`src/rtl/srrd_pkg.sv`:
```
package srrd_pkg;

  localparam int SRRD_QUEUE_DEPTH = 4;

  localparam int SRRD_CFG_IDX_W  = 2;
  localparam int SRRD_CFG_DATA_W = 16;

  localparam logic [SRRD_CFG_IDX_W-1:0] SRRD_CFG_COMPACT = 2'd0;
  localparam logic [SRRD_CFG_IDX_W-1:0] SRRD_CFG_WIDTH   = 2'd1;

  localparam logic        SRRD_COMPACT_RESET = 1'b1;
  localparam logic [15:0] SRRD_WIDTH_RESET   = 16'd32;

  // Header codes that announce a block of literal bytes.
  localparam logic [7:0] SRRD_LIT_TYPE = 8'hFF;
  localparam logic [2:0] SRRD_LIT_CODE = 3'd7;

  // One unit of work handed from the parser to the row counter.
  typedef struct packed {
    logic [7:0] value;
    logic [8:0] count;    // run length, literal block length, or 1
    logic       literal;
    logic       add;      // add count to the row pixel total
    logic       check;    // compare the total against the row width
    logic       emit;     // produces a result beat
  } srrd_job_t;

endpackage

```
`src/rtl/srrd_front.sv`:
```
module srrd_front (
  input  logic              clk,
  input  logic              rst_n,
  input  logic              accept,
  input  logic [7:0]        byte_in,
  input  logic              compact,
  output logic              job_valid,
  output srrd_pkg::srrd_job_t job
);
  import srrd_pkg::*;

  localparam logic [1:0] PH_HEADER  = 2'd0;
  localparam logic [1:0] PH_LENGTH  = 2'd1;
  localparam logic [1:0] PH_LITERAL = 2'd2;

  logic [1:0] phase_r, phase_nxt;
  logic [7:0] pending_r, pending_nxt;
  logic [8:0] left_r, left_nxt;
  logic [8:0] left_dec;
  logic [8:0] len_two;
  logic [8:0] len_compact;
  logic [2:0] code;

  assign left_dec    = (left_r != 9'd0) ? left_r - 9'd1 : 9'd0;
  assign len_two     = {1'b0, byte_in} + 9'd1;
  assign len_compact = {4'd0, byte_in[4:0]} + 9'd1;
  assign code        = byte_in[7:5];

  always_comb begin
    phase_nxt   = phase_r;
    pending_nxt = pending_r;
    left_nxt    = left_r;
    job_valid   = 1'b0;
    job.value   = byte_in;
    job.count   = 9'd1;
    job.literal = 1'b0;
    job.add     = 1'b0;
    job.check   = 1'b0;
    job.emit    = 1'b0;
    unique case (phase_r)
      PH_LITERAL: begin
        job_valid   = 1'b1;
        job.literal = 1'b1;
        job.emit    = 1'b1;
        job.check   = (left_dec == 9'd0);
        left_nxt    = left_dec;
        phase_nxt   = (left_dec == 9'd0) ? PH_HEADER : PH_LITERAL;
      end
      PH_LENGTH: begin
        job_valid = 1'b1;
        job.value = pending_r;
        job.count = len_two;
        job.add   = 1'b1;
        if (pending_r == SRRD_LIT_TYPE) begin
          left_nxt  = len_two;
          phase_nxt = PH_LITERAL;
        end else begin
          job.check = 1'b1;
          job.emit  = 1'b1;
          phase_nxt = PH_HEADER;
        end
      end
      default: begin
        // The unused phase code is read as a header byte.
        if (compact) begin
          job_valid = 1'b1;
          job.value = {5'd0, code};
          job.count = len_compact;
          job.add   = 1'b1;
          if (code == SRRD_LIT_CODE) begin
            left_nxt  = len_compact;
            phase_nxt = PH_LITERAL;
          end else begin
            job.check = 1'b1;
            job.emit  = 1'b1;
            phase_nxt = PH_HEADER;
          end
        end else begin
          pending_nxt = byte_in;
          phase_nxt   = PH_LENGTH;
        end
      end
    endcase
  end

  always_ff @(posedge clk) begin
    if (!rst_n) begin
      phase_r   <= PH_HEADER;
      pending_r <= 8'd0;
      left_r    <= 9'd0;
    end else if (accept) begin
      phase_r   <= phase_nxt;
      pending_r <= pending_nxt;
      left_r    <= left_nxt;
    end
  end

endmodule

```
`src/rtl/srrd_queue.sv`:
```
module srrd_queue #(
  parameter int Depth = srrd_pkg::SRRD_QUEUE_DEPTH
) (
  input  logic              clk,
  input  logic              rst_n,
  input  logic              wr_en,
  input  srrd_pkg::srrd_job_t wr_job,
  output logic              full,
  input  logic              rd_en,
  output logic              rd_valid,
  output srrd_pkg::srrd_job_t rd_job
);
  import srrd_pkg::*;

  localparam int PtrW = (Depth > 1) ? $clog2(Depth) : 1;
  localparam int CntW = $clog2(Depth + 1);
  localparam logic [PtrW-1:0] LastPtr = PtrW'(Depth - 1);
  localparam logic [CntW-1:0] FullCnt = CntW'(Depth);

  srrd_job_t       mem_r [Depth];
  logic [PtrW-1:0] wr_ptr_r, wr_ptr_nxt;
  logic [PtrW-1:0] rd_ptr_r, rd_ptr_nxt;
  logic [CntW-1:0] cnt_r, cnt_nxt;
  logic            do_wr, do_rd;

  assign full     = (cnt_r == FullCnt);
  assign rd_valid = (cnt_r != '0);
  assign rd_job   = mem_r[rd_ptr_r];
  assign do_wr    = wr_en && !full;
  assign do_rd    = rd_en && rd_valid;

  always_comb begin
    wr_ptr_nxt = wr_ptr_r;
    rd_ptr_nxt = rd_ptr_r;
    cnt_nxt    = cnt_r;
    if (do_wr) begin
      wr_ptr_nxt = (wr_ptr_r == LastPtr) ? '0 : wr_ptr_r + 1'b1;
    end
    if (do_rd) begin
      rd_ptr_nxt = (rd_ptr_r == LastPtr) ? '0 : rd_ptr_r + 1'b1;
    end
    if (do_wr && !do_rd) begin
      cnt_nxt = cnt_r + 1'b1;
    end else if (do_rd && !do_wr) begin
      cnt_nxt = cnt_r - 1'b1;
    end
  end

  always_ff @(posedge clk) begin
    if (!rst_n) begin
      wr_ptr_r <= '0;
      rd_ptr_r <= '0;
      cnt_r    <= '0;
    end else begin
      wr_ptr_r <= wr_ptr_nxt;
      rd_ptr_r <= rd_ptr_nxt;
      cnt_r    <= cnt_nxt;
    end
  end

  always_ff @(posedge clk) begin
    if (do_wr) begin
      mem_r[wr_ptr_r] <= wr_job;
    end
  end

endmodule

```
`src/rtl/srrd_back.sv`:
```
module srrd_back (
  input  logic              clk,
  input  logic              rst_n,
  input  logic [15:0]       row_width,
  input  logic              job_valid,
  input  srrd_pkg::srrd_job_t job,
  output logic              job_take,
  input  logic              pop,
  output logic              empty,
  output logic [7:0]        pixel_value,
  output logic [8:0]        run_count,
  output logic              from_literal,
  output logic              end_of_row
);
  import srrd_pkg::*;

  logic [16:0] pix_r, pix_nxt;
  logic        valid_r, valid_nxt;
  logic [7:0]  value_r;
  logic [8:0]  count_r;
  logic        literal_r;
  logic        eor_r;
  logic [16:0] sum;
  logic        eor;
  logic        pop_ok;

  assign pop_ok   = pop && valid_r;
  // Jobs without a result beat never wait on the output register.
  assign job_take = job_valid && (!job.emit || !valid_r || pop_ok);
  assign sum      = job.add ? pix_r + {8'd0, job.count} : pix_r;
  assign eor      = job.check && (sum >= {1'b0, row_width});

  always_comb begin
    pix_nxt   = pix_r;
    valid_nxt = valid_r;
    if (pop_ok) begin
      valid_nxt = 1'b0;
    end
    if (job_take) begin
      pix_nxt = eor ? 17'd0 : sum;
      if (job.emit) begin
        valid_nxt = 1'b1;
      end
    end
  end

  always_ff @(posedge clk) begin
    if (!rst_n) begin
      pix_r   <= 17'd0;
      valid_r <= 1'b0;
    end else begin
      pix_r   <= pix_nxt;
      valid_r <= valid_nxt;
    end
  end

  always_ff @(posedge clk) begin
    if (job_take && job.emit) begin
      value_r   <= job.value;
      count_r   <= job.literal ? 9'd1 : job.count;
      literal_r <= job.literal;
      eor_r     <= eor;
    end
  end

  assign empty        = !valid_r;
  assign pixel_value  = value_r;
  assign run_count    = count_r;
  assign from_literal = literal_r;
  assign end_of_row   = eor_r;

endmodule

```
`src/rtl/sprite_rle_row_decoder_top.sv`:
```
// Run-length sprite row decoder. Bytes of a coded row enter through push/full at up to one
// beat per clock, and results (value, count, literal flag, end of row) leave through
// empty/pop at up to one beat per clock. A parser classifies each byte and feeds a queue of
// QueueDepth entries; a row counter drains that queue into a single output register, so a
// result passes through the queue and then the output register; full rises only once the
// queue has filled behind a stalled output. Literal-block headers and the type byte of a
// two-byte header produce no result. The registers compact_headers (index 0) and row_width
// (index 1) are written through cfg_valid/cfg_ready, which is always ready; write them only
// while the block is drained.
module sprite_rle_row_decoder_top #(
  parameter int QueueDepth = srrd_pkg::SRRD_QUEUE_DEPTH
) (
  input  logic                                clk,
  input  logic                                rst_n,
  input  logic                                push,
  output logic                                full,
  input  logic [7:0]                          in_byte_in,
  output logic                                empty,
  input  logic                                pop,
  output logic [7:0]                          out_pixel_value,
  output logic [8:0]                          out_run_count,
  output logic                                out_from_literal,
  output logic                                out_end_of_row,
  input  logic                                cfg_valid,
  output logic                                cfg_ready,
  input  logic [srrd_pkg::SRRD_CFG_IDX_W-1:0] cfg_index,
  input  logic [srrd_pkg::SRRD_CFG_DATA_W-1:0] cfg_data
);
  import srrd_pkg::*;

  logic        compact_r;
  logic [15:0] width_r;
  logic        accept;
  logic        fjob_valid;
  srrd_job_t   fjob;
  logic        qvalid;
  srrd_job_t   qjob;
  logic        qtake;

  assign cfg_ready = 1'b1;
  assign accept    = push && !full;

  always_ff @(posedge clk) begin
    if (!rst_n) begin
      compact_r <= SRRD_COMPACT_RESET;
      width_r   <= SRRD_WIDTH_RESET;
    end else if (cfg_valid && cfg_ready) begin
      // Writes to an unmapped index are dropped.
      unique case (cfg_index)
        SRRD_CFG_COMPACT: begin
          compact_r <= cfg_data[0];
        end
        SRRD_CFG_WIDTH: begin
          width_r <= cfg_data[15:0];
        end
        default: begin
        end
      endcase
    end
  end

  srrd_front u_front (
    .clk      (clk),
    .rst_n    (rst_n),
    .accept   (accept),
    .byte_in  (in_byte_in),
    .compact  (compact_r),
    .job_valid(fjob_valid),
    .job      (fjob)
  );

  srrd_queue #(
    .Depth(QueueDepth)
  ) u_queue (
    .clk     (clk),
    .rst_n   (rst_n),
    .wr_en   (accept && fjob_valid),
    .wr_job  (fjob),
    .full    (full),
    .rd_en   (qtake),
    .rd_valid(qvalid),
    .rd_job  (qjob)
  );

  srrd_back u_back (
    .clk         (clk),
    .rst_n       (rst_n),
    .row_width   (width_r),
    .job_valid   (qvalid),
    .job         (qjob),
    .job_take    (qtake),
    .pop         (pop),
    .empty       (empty),
    .pixel_value (out_pixel_value),
    .run_count   (out_run_count),
    .from_literal(out_from_literal),
    .end_of_row  (out_end_of_row)
  );

endmodule

```
`config.mk`:
```
export PLATFORM = sky130hd
export DESIGN_NAME = sprite_rle_row_decoder_top
export DESIGN_NICKNAME = d
export VERILOG_FILES = /design/src/rtl/srrd_pkg.sv /design/src/rtl/srrd_front.sv /design/src/rtl/srrd_queue.sv /design/src/rtl/srrd_back.sv /design/src/rtl/sprite_rle_row_decoder_top.sv
export SDC_FILE = /design/constraint.sdc
export NUM_CORES = 1
export LEC_CHECK = 0
export BUFFER_PORTS_ARGS = -buffer_cell sky130_fd_sc_hd__clkbuf_2
export CORE_MARGIN = 4
export CORE_UTILIZATION = 45
export CTS_BUF_LIST = sky130_fd_sc_hd__clkbuf_8
export CTS_CLUSTER_DIAMETER = 30
export DETAILED_ROUTE_END_ITERATION = 8
export MAX_ROUTING_LAYER = met4
export SLEW_MARGIN = 20
export SYNTH_ARGS = -nofsm -noshare
export SYNTH_HDL_FRONTEND = slang
export SYNTH_SLANG_ARGS = --single-unit
```
`constraint.sdc`:
```
create_clock -name clk -period 8 [get_ports clk]
set_input_delay 1.6 -clock clk [delete_from_list [all_inputs] [get_ports clk]]
set_output_delay 1.6 -clock clk [all_outputs]
set_load 0.05 [all_outputs]
```
### Yosys cells after proc, flatten, opt, wreduce, memory -nomap -nowiden

Memory sizes are Yosys's and may differ from the RTL's. A register that Yosys moved wholly into a read port is not among the register bits.
Cells that the tools add are included.

| word-level totals | value |
|---|---|
| output and inout bits | 22 |
| register bits after elaboration | 80 |
| word-level logic and storage cells | 97 |
| bits in writable memories | 84 |
| memories | 1 |

Memory list:

| name | words | bits a word | read ports | clocked after memory_dff | wr ports | line | RTL |
|---|---|---|---|---|---|---|---|
| u_queue.mem_r | 4 | 21 | 1 | 1 | 1 | srrd_queue.sv:20 | `srrd_job_t mem_r [Depth];` |

| cells by class | value |
|---|---|
| reduce and logical (&&, ||, !) cells | 29 |
| bitwise operators | 2 |
| $lt $le $gt $ge | 1 |
| equal/unequal tests | 9 |
| mux-type cells | 33 |
| add/subtract/negate cells | 8 |

Operators by type and width:

| kind | count |
|---|---|
| $mux W17 | 3 |
| $mux W9 | 4 |
| $pmux W17 S2 | 1 |
| $mux W2 | 10 |
| $pmux W9 S2 | 1 |
| $add A17 B9 Y17 | 1 |
| $ge A17 B16 Y1 | 1 |
| $logic_and A1 B1 Y1 | 10 |
| $add A8 B1 Y9 const B | 1 |
| $logic_not A9 Y1 | 1 |
| $mux W3 | 3 |
| $reduce_bool A3 Y1 | 3 |
| $reduce_bool A9 Y1 | 1 |
| $sub A9 B1 Y9 const B | 1 |
| $eq A8 B8 Y1 const B | 1 |
| $mux W1 | 8 |
| $pmux W2 S2 | 2 |
| $add A5 B1 Y6 const B | 1 |
| $eq A2 B2 Y1 const B | 3 |
| $eq A3 B3 Y1 const B | 2 |
| $logic_not A1 Y1 | 5 |
| $add A2 B1 Y2 const B | 2 |
| $eq A2 B1 Y1 const B | 2 |
| $reduce_and A2 Y1 | 2 |
| 11 further kinds | 13 |

### Logic depth before layout (Yosys ltp)

Gate-level depths: netlist of run 1.

| logic depth | value |
|---|---|
| depth after elaboration | 9 |
| depth in mapped cells | 18 |

### Cells and area by module

From an unflattened synthesis of run 1, not the netlist that was laid out.

| unflattened totals | value |
|---|---|
| cells, all modules | 699 |
| area total of the unflattened synthesis | 8,154.1 sq um |

By module, submodules not included:

| module | times used | cells an instance | area an instance (sq um) | seq. area each (sq um) |
|---|---|---|---|---|
| srrd_queue | 1 | 160 | 3,533.4 | 2,702.6 |
| srrd_back | 1 | 262 | 2,418.6 | 930.9 |
| srrd_front | 1 | 198 | 1,473.9 | 380.4 |
| sprite_rle_row_decoder_top | 1 | 79 | 728.2 | 340.3 |

### Least setup slack after synthesis of run 1

Ideal clock, no wire load.

| timing | value |
|---|---|
| path kind | register to register |
| from | register (tool-made name) |
| to | register u_back.pix_r[15] |
| path slack | 3.204 ns |
| arrival time | 4.711 ns |
| data required time | 7.914 ns |
| cell stages (with the launch flop) | 18 |
| setup time | 0.086 ns |
| period minus slack after synthesis | 4.796 ns |
| cell sequence | dfxtp_1 > buf_2 > mux4_2 > ha_1 > fa_1 > a211oi_1 > o211ai_1 > a31oi_1 > nor3_1 > xnor2_1 > inv_1 > ha_1 > a2111oi_0 > o21ai_0 > o32ai_1 > a31oi_4 > buf_6 > a211oi_1 |

RTL lines:

| what | line | RTL |
|---|---|---|
| end signal: assignment | srrd_back.sv:52 | `pix_r <= pix_nxt;` |
| end: declaration | srrd_back.sv:17 | `logic [16:0] pix_r, pix_nxt;` |

==> results of run 1 <==
[logic make-up after synthesis]
family / synth area share
simple gates: 0.123
flops: 0.557
compound gates: 0.113
buf+inv: 0.0373
fa+ha+maj: 0.0611
mux: 0.0798
xor+xnor: 0.0280
other cells: 0.000479
[cells in the final DEF, fill, tap and decap left out, drive strengths merged, types with 8 or more instances in the layout]
cell    count
a211oi      8
a21oi      47
clkbuf     68
dfxtp      63
edfxtp    103
ha         35
inv        55
mux2i      14
mux4       21
nand2      70
nand3      17
nand4      11
nor2       42
nor2b      14
nor3       14
o21ai      21
o31ai      10
xnor2      16
xor2        9
[sequential cells by signal (all words and copies together) (netlist names), 2 cells and up, named ones only]
register and cells:
u_back.pix_r 17, u_back.pixel_value 8, u_back.run_count 9, u_front.left_r 9, u_front.pending_r 8, u_front.phase_r 2
u_queue.cnt_r 3, u_queue.mem_r 84, u_queue.rd_ptr_r 2, u_queue.wr_ptr_r 2, width_r 16
[final cells by class]
type	count	area, um^2
repair buffers	58	323
fillers	1508	8090
well taps	220	275
inverters	48	180
clock buffers	17	234
multi-input cells	436	3180
flip-flops and latches	166	4350
clock inverters	15	186
[synthesized netlist by cell type, types with 8 or more instances]
library cell / instances
a211oi_1: 8
a21oi_1: 46
clkbuf_1: 17
dfxtp_1: 63
edfxtp_1: 103
ha_1: 35
inv_1: 46
mux2i_1: 14
mux4_2: 21
nand2_1: 70
nand3_1: 16
nand4_1: 11
nor2_1: 42
nor2b_1: 14
nor3_1: 14
o21ai_0: 21
o31ai_1: 10
xnor2_1: 16
xor2_1: 9
[power groups by stage]
stage / logic [mW] / registers [mW] / clock network (mW)
6_report: 1.23 / 1.13 / 0.623
3_5_place_dp: 1.23 / 1.16 / 0
5_1_grt: 1.35 / 1.15 / 0.679
3_3_place_gp: 1.20 / 1.15 / 0
2_1_floorplan: 0.783 / 1.33 / 0
4_1_cts: 1.24 / 1.14 / 0.641
[metrics by stage]
stage                      util  total power, mW  worst slack (ps)
after detailed placement  0.494             2.39              2420
after global placement    0.492             2.35              2600
after global routing      0.519             3.18              1890
after floorplan               -             2.11              3200
after CTS                 0.519             3.01              2370
final                     0.519             2.98              2390
[worst max-delay path: stages, from the launching register on]
cell       delay (ps)
dfxtp_1           320
buf_4             370
mux4_2            580
ha_1              240
fa_1              430
a211oi_1          360
o211ai_1          200
a31oi_1           580
nor3_1            140
xnor2_1           210
inv_1              60
ha_1              290
a2111oi_0         360
o21ai_0           180
o32ai_1           450
a31oi_4           320
o41ai_1           410
[metal layers]
layer	part of all wire	up-vias
met2	0.47	122
met3	0.042	24
met4	0.018	0
met1	0.47	2537
met5	0	-
li1	-	2589
[worst min-delay path by stage]
stage | slack [ps] | depth (start not counted) | endpoint | startpoint
floorplan | 440 | 2 | width_r[10]$_SDFFE_PN0P_ | width_r[10]$_SDFFE_PN0P_
global placement | 450 | 2 | width_r[15]$_SDFFE_PN0P_ | width_r[15]$_SDFFE_PN0P_
detailed placement | 450 | 2 | width_r[11]$_SDFFE_PN0P_ | width_r[11]$_SDFFE_PN0P_
CTS | 470 | 2 | width_r[11]$_SDFFE_PN0P_ | width_r[11]$_SDFFE_PN0P_
global route | 480 | 2 | width_r[11]$_SDFFE_PN0P_ | width_r[11]$_SDFFE_PN0P_
finish | 460 | 2 | width_r[6]$_SDFFE_PN0P_ | width_r[6]$_SDFFE_PN0P_
==> flow_summary.yaml, run 1 <==
status:
  status: "finished clean"
sta:
  worst-slew-pin-transition_ps: 927
  max_freq_ghz: 0.178
  setup_viol: 0
  fin_crit_ps: 5610
  final_max_slew_viol_count: 0
  finalSetupTns_ps: 0
  grt_setup_unrepaired: "no"
  final_hold_viol_count: 0
  max_slew_margin: 0.382
  finClkSkew_ps: 15.5
  period_share: 0.701
  holdWs_ps: 464
yosys:
  postSynthCellCount: 676
  synthTopCellsByArea: "edfxtp_1, dfxtp_1, mux4_2"
  synth_top_flop_cell: "edfxtp_1"
  ys_seq_area_frac: 0.557
  synth_area_per_cell_um2: 11.6
  synth_top_cell_by_area: "edfxtp_1"
  yosysWarnings: 0
  yosysUniqueCellTypes: 61
  async_reset_ff_frac: 0
  ys_seq_elements: 166
  synth_nets: 744
  synth_top_area_share: 0.395
  syn_area_um2: 7820
  synth_edf_count: 103
setup_path:
  endpoint: "u_back.pix_r[2]$_SDFFE_PN0P_"
  critPathArrivalTime_ps: 5960
  crit_type: "flop to flop"
  r2r_end: "u_back.pix_r[2]$_SDFFE_PN0P_"
  worstSetupEndpointType: "flop"
  required_ps: 8360
  worstSetupStartpointType: "flop"
  ff2ff_path_depth: 16
  rrSetupSlack_ps: 2390
  critPathMaxFanout: 21
floorplan:
  core_area_um2: 16800
  die-area_um2: 19600
  die_h_um: 140
  initial_core_util: 0.465
  io_pins: 53
  fp-row-count: 47
  die_x_um: 140
clock_network:
  clockRootBuffer: "clkbuf_8"
  cts_sinks: 166
  cts_setup_buffers: 0
  cts_tree: "yes"
  cts_max_path_buffers: 2
  hold_buffers: 0
  clk_pin_slew_worst_paths_ps: 90
  cts_resized: 0
  h-tree-depth: 4
  cts_made_buffers: 17
  insertion_delay_ps: 460
pwr:
  p_sw_frac: 0.395
  max-vdd-ir-drop_uv: 201
  pwr-share-clk: 0.209
  internal-power_mw: 1.81
  p_leak_nw: 3.18
  comb_power_share: 0.411
  power_switching_mw: 1.18
  power_frac_seq: 0.380
  powerDensity_nw_per_um2: 342
finish:
  final_cells: 960
  drive_gt1_frac: 0.162
  antenna-diode-count: 0
  area_growth_pct: 11.6
  final_cell_area_um2: 8730
  final_nets: 795
global_route:
  grt_start_max_net_pins: 49
  antenna_found_initial: 0
  met1_usage: 0.230
  grt_usage: 0.175
  grt_first_pass_wirelength_um: 26600
  met2_usage: 0.272
  grt_pass1_vias: 5306
  grt.met3_usage: 0.0333
  busiest_layer: "met2"
  overflow: 0
detailed_routing:
  via_count: 5272
  route.detailed.drc: 0
  viasPerCell: 5.49
  drt-pass1-iter-count: 5
  avgRoutedWirePerCell_um: 16.6
  drt-total-wl_um: 16000
  dr.first_iter.drc_count: 405
  ant_nets: 0
placement:
  dpl_cell_area_um2: 8310
  portBuffers: 51
  dpl.cell_count: 928
  place_hpwl_um: 11600
  gp_congestion: 0.876
hold_path:
  hold_path.class: "flop to flop"
run:
  maxCapViolations: 0
(Power assumes the default switching activity.)
==> run 2, diff against run 1 <==
--- a/config.mk
+++ b/config.mk
@@ -5,6 +5,7 @@
 export SDC_FILE = /design/constraint.sdc
 export NUM_CORES = 1
 export LEC_CHECK = 0
+export ABC_AREA = 1
 export BUFFER_PORTS_ARGS = -buffer_cell sky130_fd_sc_hd__clkbuf_2
 export CORE_MARGIN = 4
 export CORE_UTILIZATION = 45
==> constraint.sdc (replaced) <==
create_clock -name clk -period 4.9 [get_ports clk]
set_input_delay 0.98 -clock clk [delete_from_list [all_inputs] [get_ports clk]]
set_output_delay 0.98 -clock clk [all_outputs]
set_load 0.05 [all_outputs]
==> run 2 against run 1 <==
  * Register-to-register slack got worse by 1700 ps
  * Flip-flop and latch count unchanged
  * Clock skew decreased by 5.2 ps
  * Combinational power increased by 91%
  * Highest routed layer unchanged
==> flow_summary.yaml, run 2 <==
status:
  status: "finished clean"
setup_path:
  crit_type: "flop to flop"
  slowest_stage: "inv_2"
  critPathArrivalTime_ps: 4570
  required_ps: 5300
  r2r_end: "u_back.pix_r[6]$_SDFFE_PN0P_"
  critPathMaxFanout: 42
  worstSetupStartpointType: "flop"
  rrSetupSlack_ps: 730
  worst_path_most_repeated_cell: "nand2_1"
  worstSetupEndpointType: "flop"
  crit_chain: "inv_2, o21ai_0, o22ai_1, ha_1, fa_1, nand3_1, nand3_1, a21oi_1, o21ai_0, nand2_1, xnor2_1, ha_1, a21oi_1, o21ai_0, a21oi_1, nand2_1, nand2_1, nand2_1, nand2_1, nand2_2, nand2_4, nand3_1, a21oi_1"
  slowest_delay_ps: 510
  ff2ff_path_depth: 23
  endpoint: "u_back.pix_r[6]$_SDFFE_PN0P_"
detailed_routing:
  route.detailed.drc: 0
  viasPerCell: 5.16
  avgRoutedWirePerCell_um: 15.5
  via_count: 5994
  dr.first_iter.drc_count: 395
  ant_nets: 0
  drt-pass1-iter-count: 5
  drt-total-wl_um: 18000
finish:
  antenna-diode-count: 0
  largest_reg_flops: 84
  fillers: 1660
  reg_top3: "u_queue.mem_r (84), u_back.pix_r (17), width_r (16)"
  layout_common_cells: "nand2_1, nor2_1, edfxtp_1, inv_1, o21ai_0"
  final_nets: 992
  seqCellArea_um2: 4350
  multiInputGateArea_um2: 3170
  max_flop_register: "u_queue.mem_r"
  area_growth_pct: 10.9
  drive_gt1_frac: 0.140
  final_common_cell: "nand2_1"
clock_network:
  cts_setup_buffers: 0
  insertion_delay_ps: 470
  cts_max_path_buffers: 2
  cts_tree: "yes"
  h-tree-depth: 4
  cts_resized: 0
  cts_sinks: 166
  cts_made_buffers: 17
  hold_buffers: 0
  clockRootBuffer: "clkbuf_8"
  clk_pin_slew_worst_paths_ps: 90
sta:
  finClkSkew_ps: 10.2
  worst-slew-pin-transition_ps: 963
  setup_viol: 0
  final_max_slew_viol_count: 0
  grt_setup_unrepaired: "no"
  fin_crit_ps: 4170
  finalSetupTns_ps: 0
  max_slew_margin: 0.358
  max_freq_ghz: 0.240
  period_share: 0.850
  final_hold_viol_count: 0
  holdWs_ps: 468
global_route:
  grt_usage: 0.189
  overflow: 0
  grt_start_max_net_pins: 43
  antenna_found_initial: 0
  grt_first_pass_wirelength_um: 28700
  grt_pass1_vias: 5471
floorplan:
  fp-row-count: 48
  core_area_um2: 17400
  die_x_um: 142
  die-area_um2: 20100
  initial_core_util: 0.461
  io_pins: 53
  die_h_um: 142
yosys:
  synth_top_cell_by_area: "edfxtp_1"
  synth_top_family_by_area: "simple AND/OR/NAND/NOR gates"
  synth_top_area_share: 0.385
  ys_seq_elements: 166
  synth_edf_count: 103
  synth_area_per_cell_um2: 9.16
  yosysUniqueCellTypes: 45
  yosysWarnings: 0
  synth_compound_area_frac: 0.144
  synth_xor_xnor_area_share: 0.0109
  ys_seq_area_frac: 0.542
  async_reset_ff_frac: 0
  synth.most_common_cell: "nand2_1"
  synth_top_flop_cell: "edfxtp_1"
  synth-adder-area-share: 0.0595
  synth_nets: 945
  postSynthCellCount: 877
  syn_area_um2: 8030
  ys_top_cells_by_count: "nand2_1, nor2_1, edfxtp_1, inv_1, o21ai_0"
  synthSimpleGateAreaFrac: 0.178
  synthTopCellsByArea: "edfxtp_1, dfxtp_1, nand2_1"
  synthMuxAreaShare: 0
pwr:
  powerDensity_nw_per_um2: 596
  p_total_mw: 5.31
  max-vdd-ir-drop_uv: 352
  p_leak_nw: 3.53
placement:
  portBuffers: 51
  place_hpwl_um: 12200
  gp_congestion: 0.885
hold_path:
  hold_path.class: "flop to flop"
run:
  maxCapViolations: 0
run 2: cell types whose count changed in the layout (fill, tap and decap cells not counted), moves of 10 or more:
cell     before  now
nor2b_1      14    0
o22ai_1       4   19
xnor2_1      16    4
a21oi_1      46   56
mux2i_1      14    0
a21oi_2       1   11
o21ai_0      21   87
nor2_1       42  121
mux4_2       21    0
inv_1        46   95
nand2_1      70  134
nand3_1      16   31
run 2: logic make-up after synthesis:
group,count (synthesis)
and+or+nand+nor,331
AOI/OAI and AO/OA,203
DFF,166
buffers and inverters,129
adders and majority gates,37
xor gates and xnor gates,10
other,1
run 2: worst min-delay path by stage:
stage	from	end	slack (ps)	depth (start not counted)
3_3_place_gp	width_r[1]$_SDFFE_PN0P_	width_r[1]$_SDFFE_PN0P_	450	2
3_5_place_dp	width_r[14]$_SDFFE_PN0P_	width_r[14]$_SDFFE_PN0P_	450	2
5_1_grt	width_r[1]$_SDFFE_PN0P_	width_r[1]$_SDFFE_PN0P_	500	2
4_1_cts	width_r[14]$_SDFFE_PN0P_	width_r[14]$_SDFFE_PN0P_	470	2
2_1_floorplan	width_r[10]$_SDFFE_PN0P_	width_r[10]$_SDFFE_PN0P_	440	2
6_report	width_r[8]$_SDFFE_PN0P_	width_r[8]$_SDFFE_PN0P_	470	2
run 2: area by class of cell:
cell class / count / area share
clock buffer: 17 / 0.0263
clock inverter: 15 / 0.0211
inverter: 97 / 0.0409
multi-input combinational: 582 / 0.355
sequential: 166 / 0.489
tap: 225 / 0.0316
timing repair buffer: 60 / 0.0362
run 2: per-layer routing:
layer | GRT usage | vias up | share of wire
met4 | 0.0439 | 0 | 0.011
met5 | - | - | 0
li1 | - | 3102 | -
met3 | 0.0374 | 17 | 0.048
met1 | 0.270 | 2731 | 0.49
met2 | 0.280 | 144 | 0.45
run 2: worst max-delay path, delay by kind of cell (launching register included):
kind	cells	cell delay [ps]
compound gates	8	1260
xor+xnor	1	270
fa+ha+maj	3	750
buf+inv	1	510
flops	1	330
simple gates	10	970
run 2: report_power, final:
part | internal (mW) | switching [mW]
Clock | 0.478 | 0.568
Combinational | 0.660 | 1.69
Sequential | 1.82 | 0.0944
run 2: per-stage QoR:
step,instances,setup slack (ps),utilization,area (um^2)
after CTS,1162,736,0.512,8910
after global routing,1162,243,0.512,8910
after floorplan,877,1130,-,8030
final,1162,735,0.512,8910
after global placement,1130,922,0.487,8490
after detailed placement,1130,772,0.487,8490
==> run 3, diff against run 2 <==
--- a/config.mk
+++ b/config.mk
@@ -8,12 +8,14 @@
 export ABC_AREA = 1
 export BUFFER_PORTS_ARGS = -buffer_cell sky130_fd_sc_hd__clkbuf_2
 export CORE_MARGIN = 4
-export CORE_UTILIZATION = 45
+export CORE_UTILIZATION = 57
 export CTS_BUF_LIST = sky130_fd_sc_hd__clkbuf_8
 export CTS_CLUSTER_DIAMETER = 30
 export DETAILED_ROUTE_END_ITERATION = 8
 export MAX_ROUTING_LAYER = met4
+export PLACE_DENSITY = 0.79
 export SLEW_MARGIN = 20
 export SYNTH_ARGS = -nofsm -noshare
 export SYNTH_HDL_FRONTEND = slang
 export SYNTH_SLANG_ARGS = --single-unit
+export TNS_END_PERCENT = 20
==> run 3 against run 2 <==
  * Sequential share of layout area increased by 0.37 points
  * Routed wire length decreased by 4.4%
  * Clock power decreased by 6%
  * Non-clock buffer count unchanged
  * Sequential power about the same
  * Register-to-register slack got worse by 280 ps
  * Highest routed layer unchanged
==> flow_summary.yaml, run 3 (synthesis gave the netlist of run 2 again) <==
hold_path:
  hold_path.class: "flop to flop"
  hold_start: "width_r[6]$_SDFFE_PN0P_"
setup_path:
  critPathMaxFanout: 23
  worstSetupEndpointType: "flop"
  slowest_stage: "dfxtp_1"
  rrSetupSlack_ps: 460
  endpoint: "u_back.pix_r[4]$_SDFFE_PN0P_"
  worstSetupStartpointType: "flop"
  crit_type: "flop to flop"
  critPathArrivalTime_ps: 4830
  ff2ff_path_depth: 26
  worst_path_most_repeated_cell: "nand2_1"
  slowest_delay_ps: 640
  r2r_end: "u_back.pix_r[4]$_SDFFE_PN0P_"
  required_ps: 5290
clock_network:
  cts_max_path_buffers: 2
  insertion_delay_ps: 460
  cts_setup_buffers: 0
  cts_made_buffers: 17
  cts_resized: 0
  clk_pin_slew_worst_paths_ps: 90
  clockRootBuffer: "clkbuf_8"
  cts_tree: "yes"
  cts_sinks: 166
  h-tree-depth: 4
  hold_buffers: 0
sta:
  max_slew_margin: 0.361
  worst-slew-pin-transition_ps: 959
  setup_viol: 0
  final_max_slew_viol_count: 0
  fin_crit_ps: 4440
  period_share: 0.907
  layout_setup_ws_ps: 458
  finClkSkew_ps: 14.0
  final_hold_viol_count: 0
  grt_setup_unrepaired: "no"
  max_freq_ghz: 0.225
  finalSetupTns_ps: 0
placement:
  place_hpwl_um: 11800
  gp_congestion: 0.910
  dpl_cell_area_um2: 8440
  pre_cts_ws_ps: 593
  portBuffers: 51
finish:
  reg_top3: "u_queue.mem_r (84), u_back.pix_r (17), width_r (16)"
  drive_gt1_frac: 0.140
  multiInputGateArea_um2: 3170
  area_growth_pct: 10.1
  final_common_cell: "nand2_1"
  seqCellArea_um2: 4350
  layout_common_cells: "nand2_1, nor2_1, edfxtp_1, inv_1, o21ai_0"
  fillers: 1123
  largest_reg_flops: 84
  final_cell_area_um2: 8840
  max_flop_register: "u_queue.mem_r"
  antenna-diode-count: 0
  final_nets: 992
detailed_routing:
  route.detailed.drc: 0
  avgRoutedWirePerCell_um: 15.4
  ant_nets: 0
  dr.first_iter.drc_count: 521
  drt-pass1-iter-count: 5
  via_count: 6126
  viasPerCell: 5.48
  drt-total-wl_um: 17200
global_route:
  grt_usage: 0.224
  antenna_found_initial: 0
  grt_first_pass_wirelength_um: 27800
  grt_start_max_net_pins: 32
  overflow: 0
  grt_pass1_vias: 5719
floorplan:
  core_area_um2: 13800
  die_x_um: 127
  die_h_um: 127
  io_pins: 53
  die-area_um2: 16100
  fp-row-count: 43
  initial_core_util: 0.581
status:
  status: "finished clean"
pwr:
  max-vdd-ir-drop_uv: 242
  p_leak_nw: 3.52
  powerDensity_nw_per_um2: 592
  p_total_mw: 5.24
run:
  maxCapViolations: 0
-- run 3: stage by stage --
step	cells	hold WS [ps]	util
after CTS	1117	469	0.640
final	1117	468	0.640
after detailed placement	1085	456	0.610
after global placement	1085	451	0.610
after floorplan	877	435	-
after global routing	1117	489	0.640
-- run 3: critical path, delay by kind of cell, from the launching register on --
family,cells,cell delay [ps]
fa+ha+maj,2,730
buf+inv,1,290
xor+xnor,1,310
flops,1,640
compound gates,7,1010
simple gates,15,1410
-- run 3: where the power goes --
group          switching (mW)  leakage (nW)  internal, mW
clock network           0.527         0.203         0.465
logic                    1.66          1.84         0.665
registers               0.105          1.47          1.82
-- run 3: layer usage --
metal  routed length, um  GRT usage  share of wire
met4                 205     0.0612          0.012
met5                   0          -              0
met2                7970      0.348           0.46
met3                1330     0.0434          0.077
met1                7660      0.302           0.45
-- run 3: final cells by class --
cell class | instances | share of cell area
Clock buffer | 17 | 0.0265
Clock inverter | 15 | 0.0195
Inverter | 97 | 0.0412
Multi-Input combinational cell | 582 | 0.359
Sequential cell | 166 | 0.492
Tap cell | 180 | 0.0255
Timing Repair Buffer | 60 | 0.0365
-- run 3: how the worst min path moves through the flow --
stage | endpoint | slack [ps] | cells past startpoint
floorplan | width_r[10]$_SDFFE_PN0P_ | 440 | 2
CTS | width_r[6]$_SDFFE_PN0P_ | 470 | 2
finish | width_r[6]$_SDFFE_PN0P_ | 470 | 2
global route | width_r[6]$_SDFFE_PN0P_ | 490 | 2
detailed placement | width_r[6]$_SDFFE_PN0P_ | 460 | 2
global placement | width_r[7]$_SDFFE_PN0P_ | 450 | 2
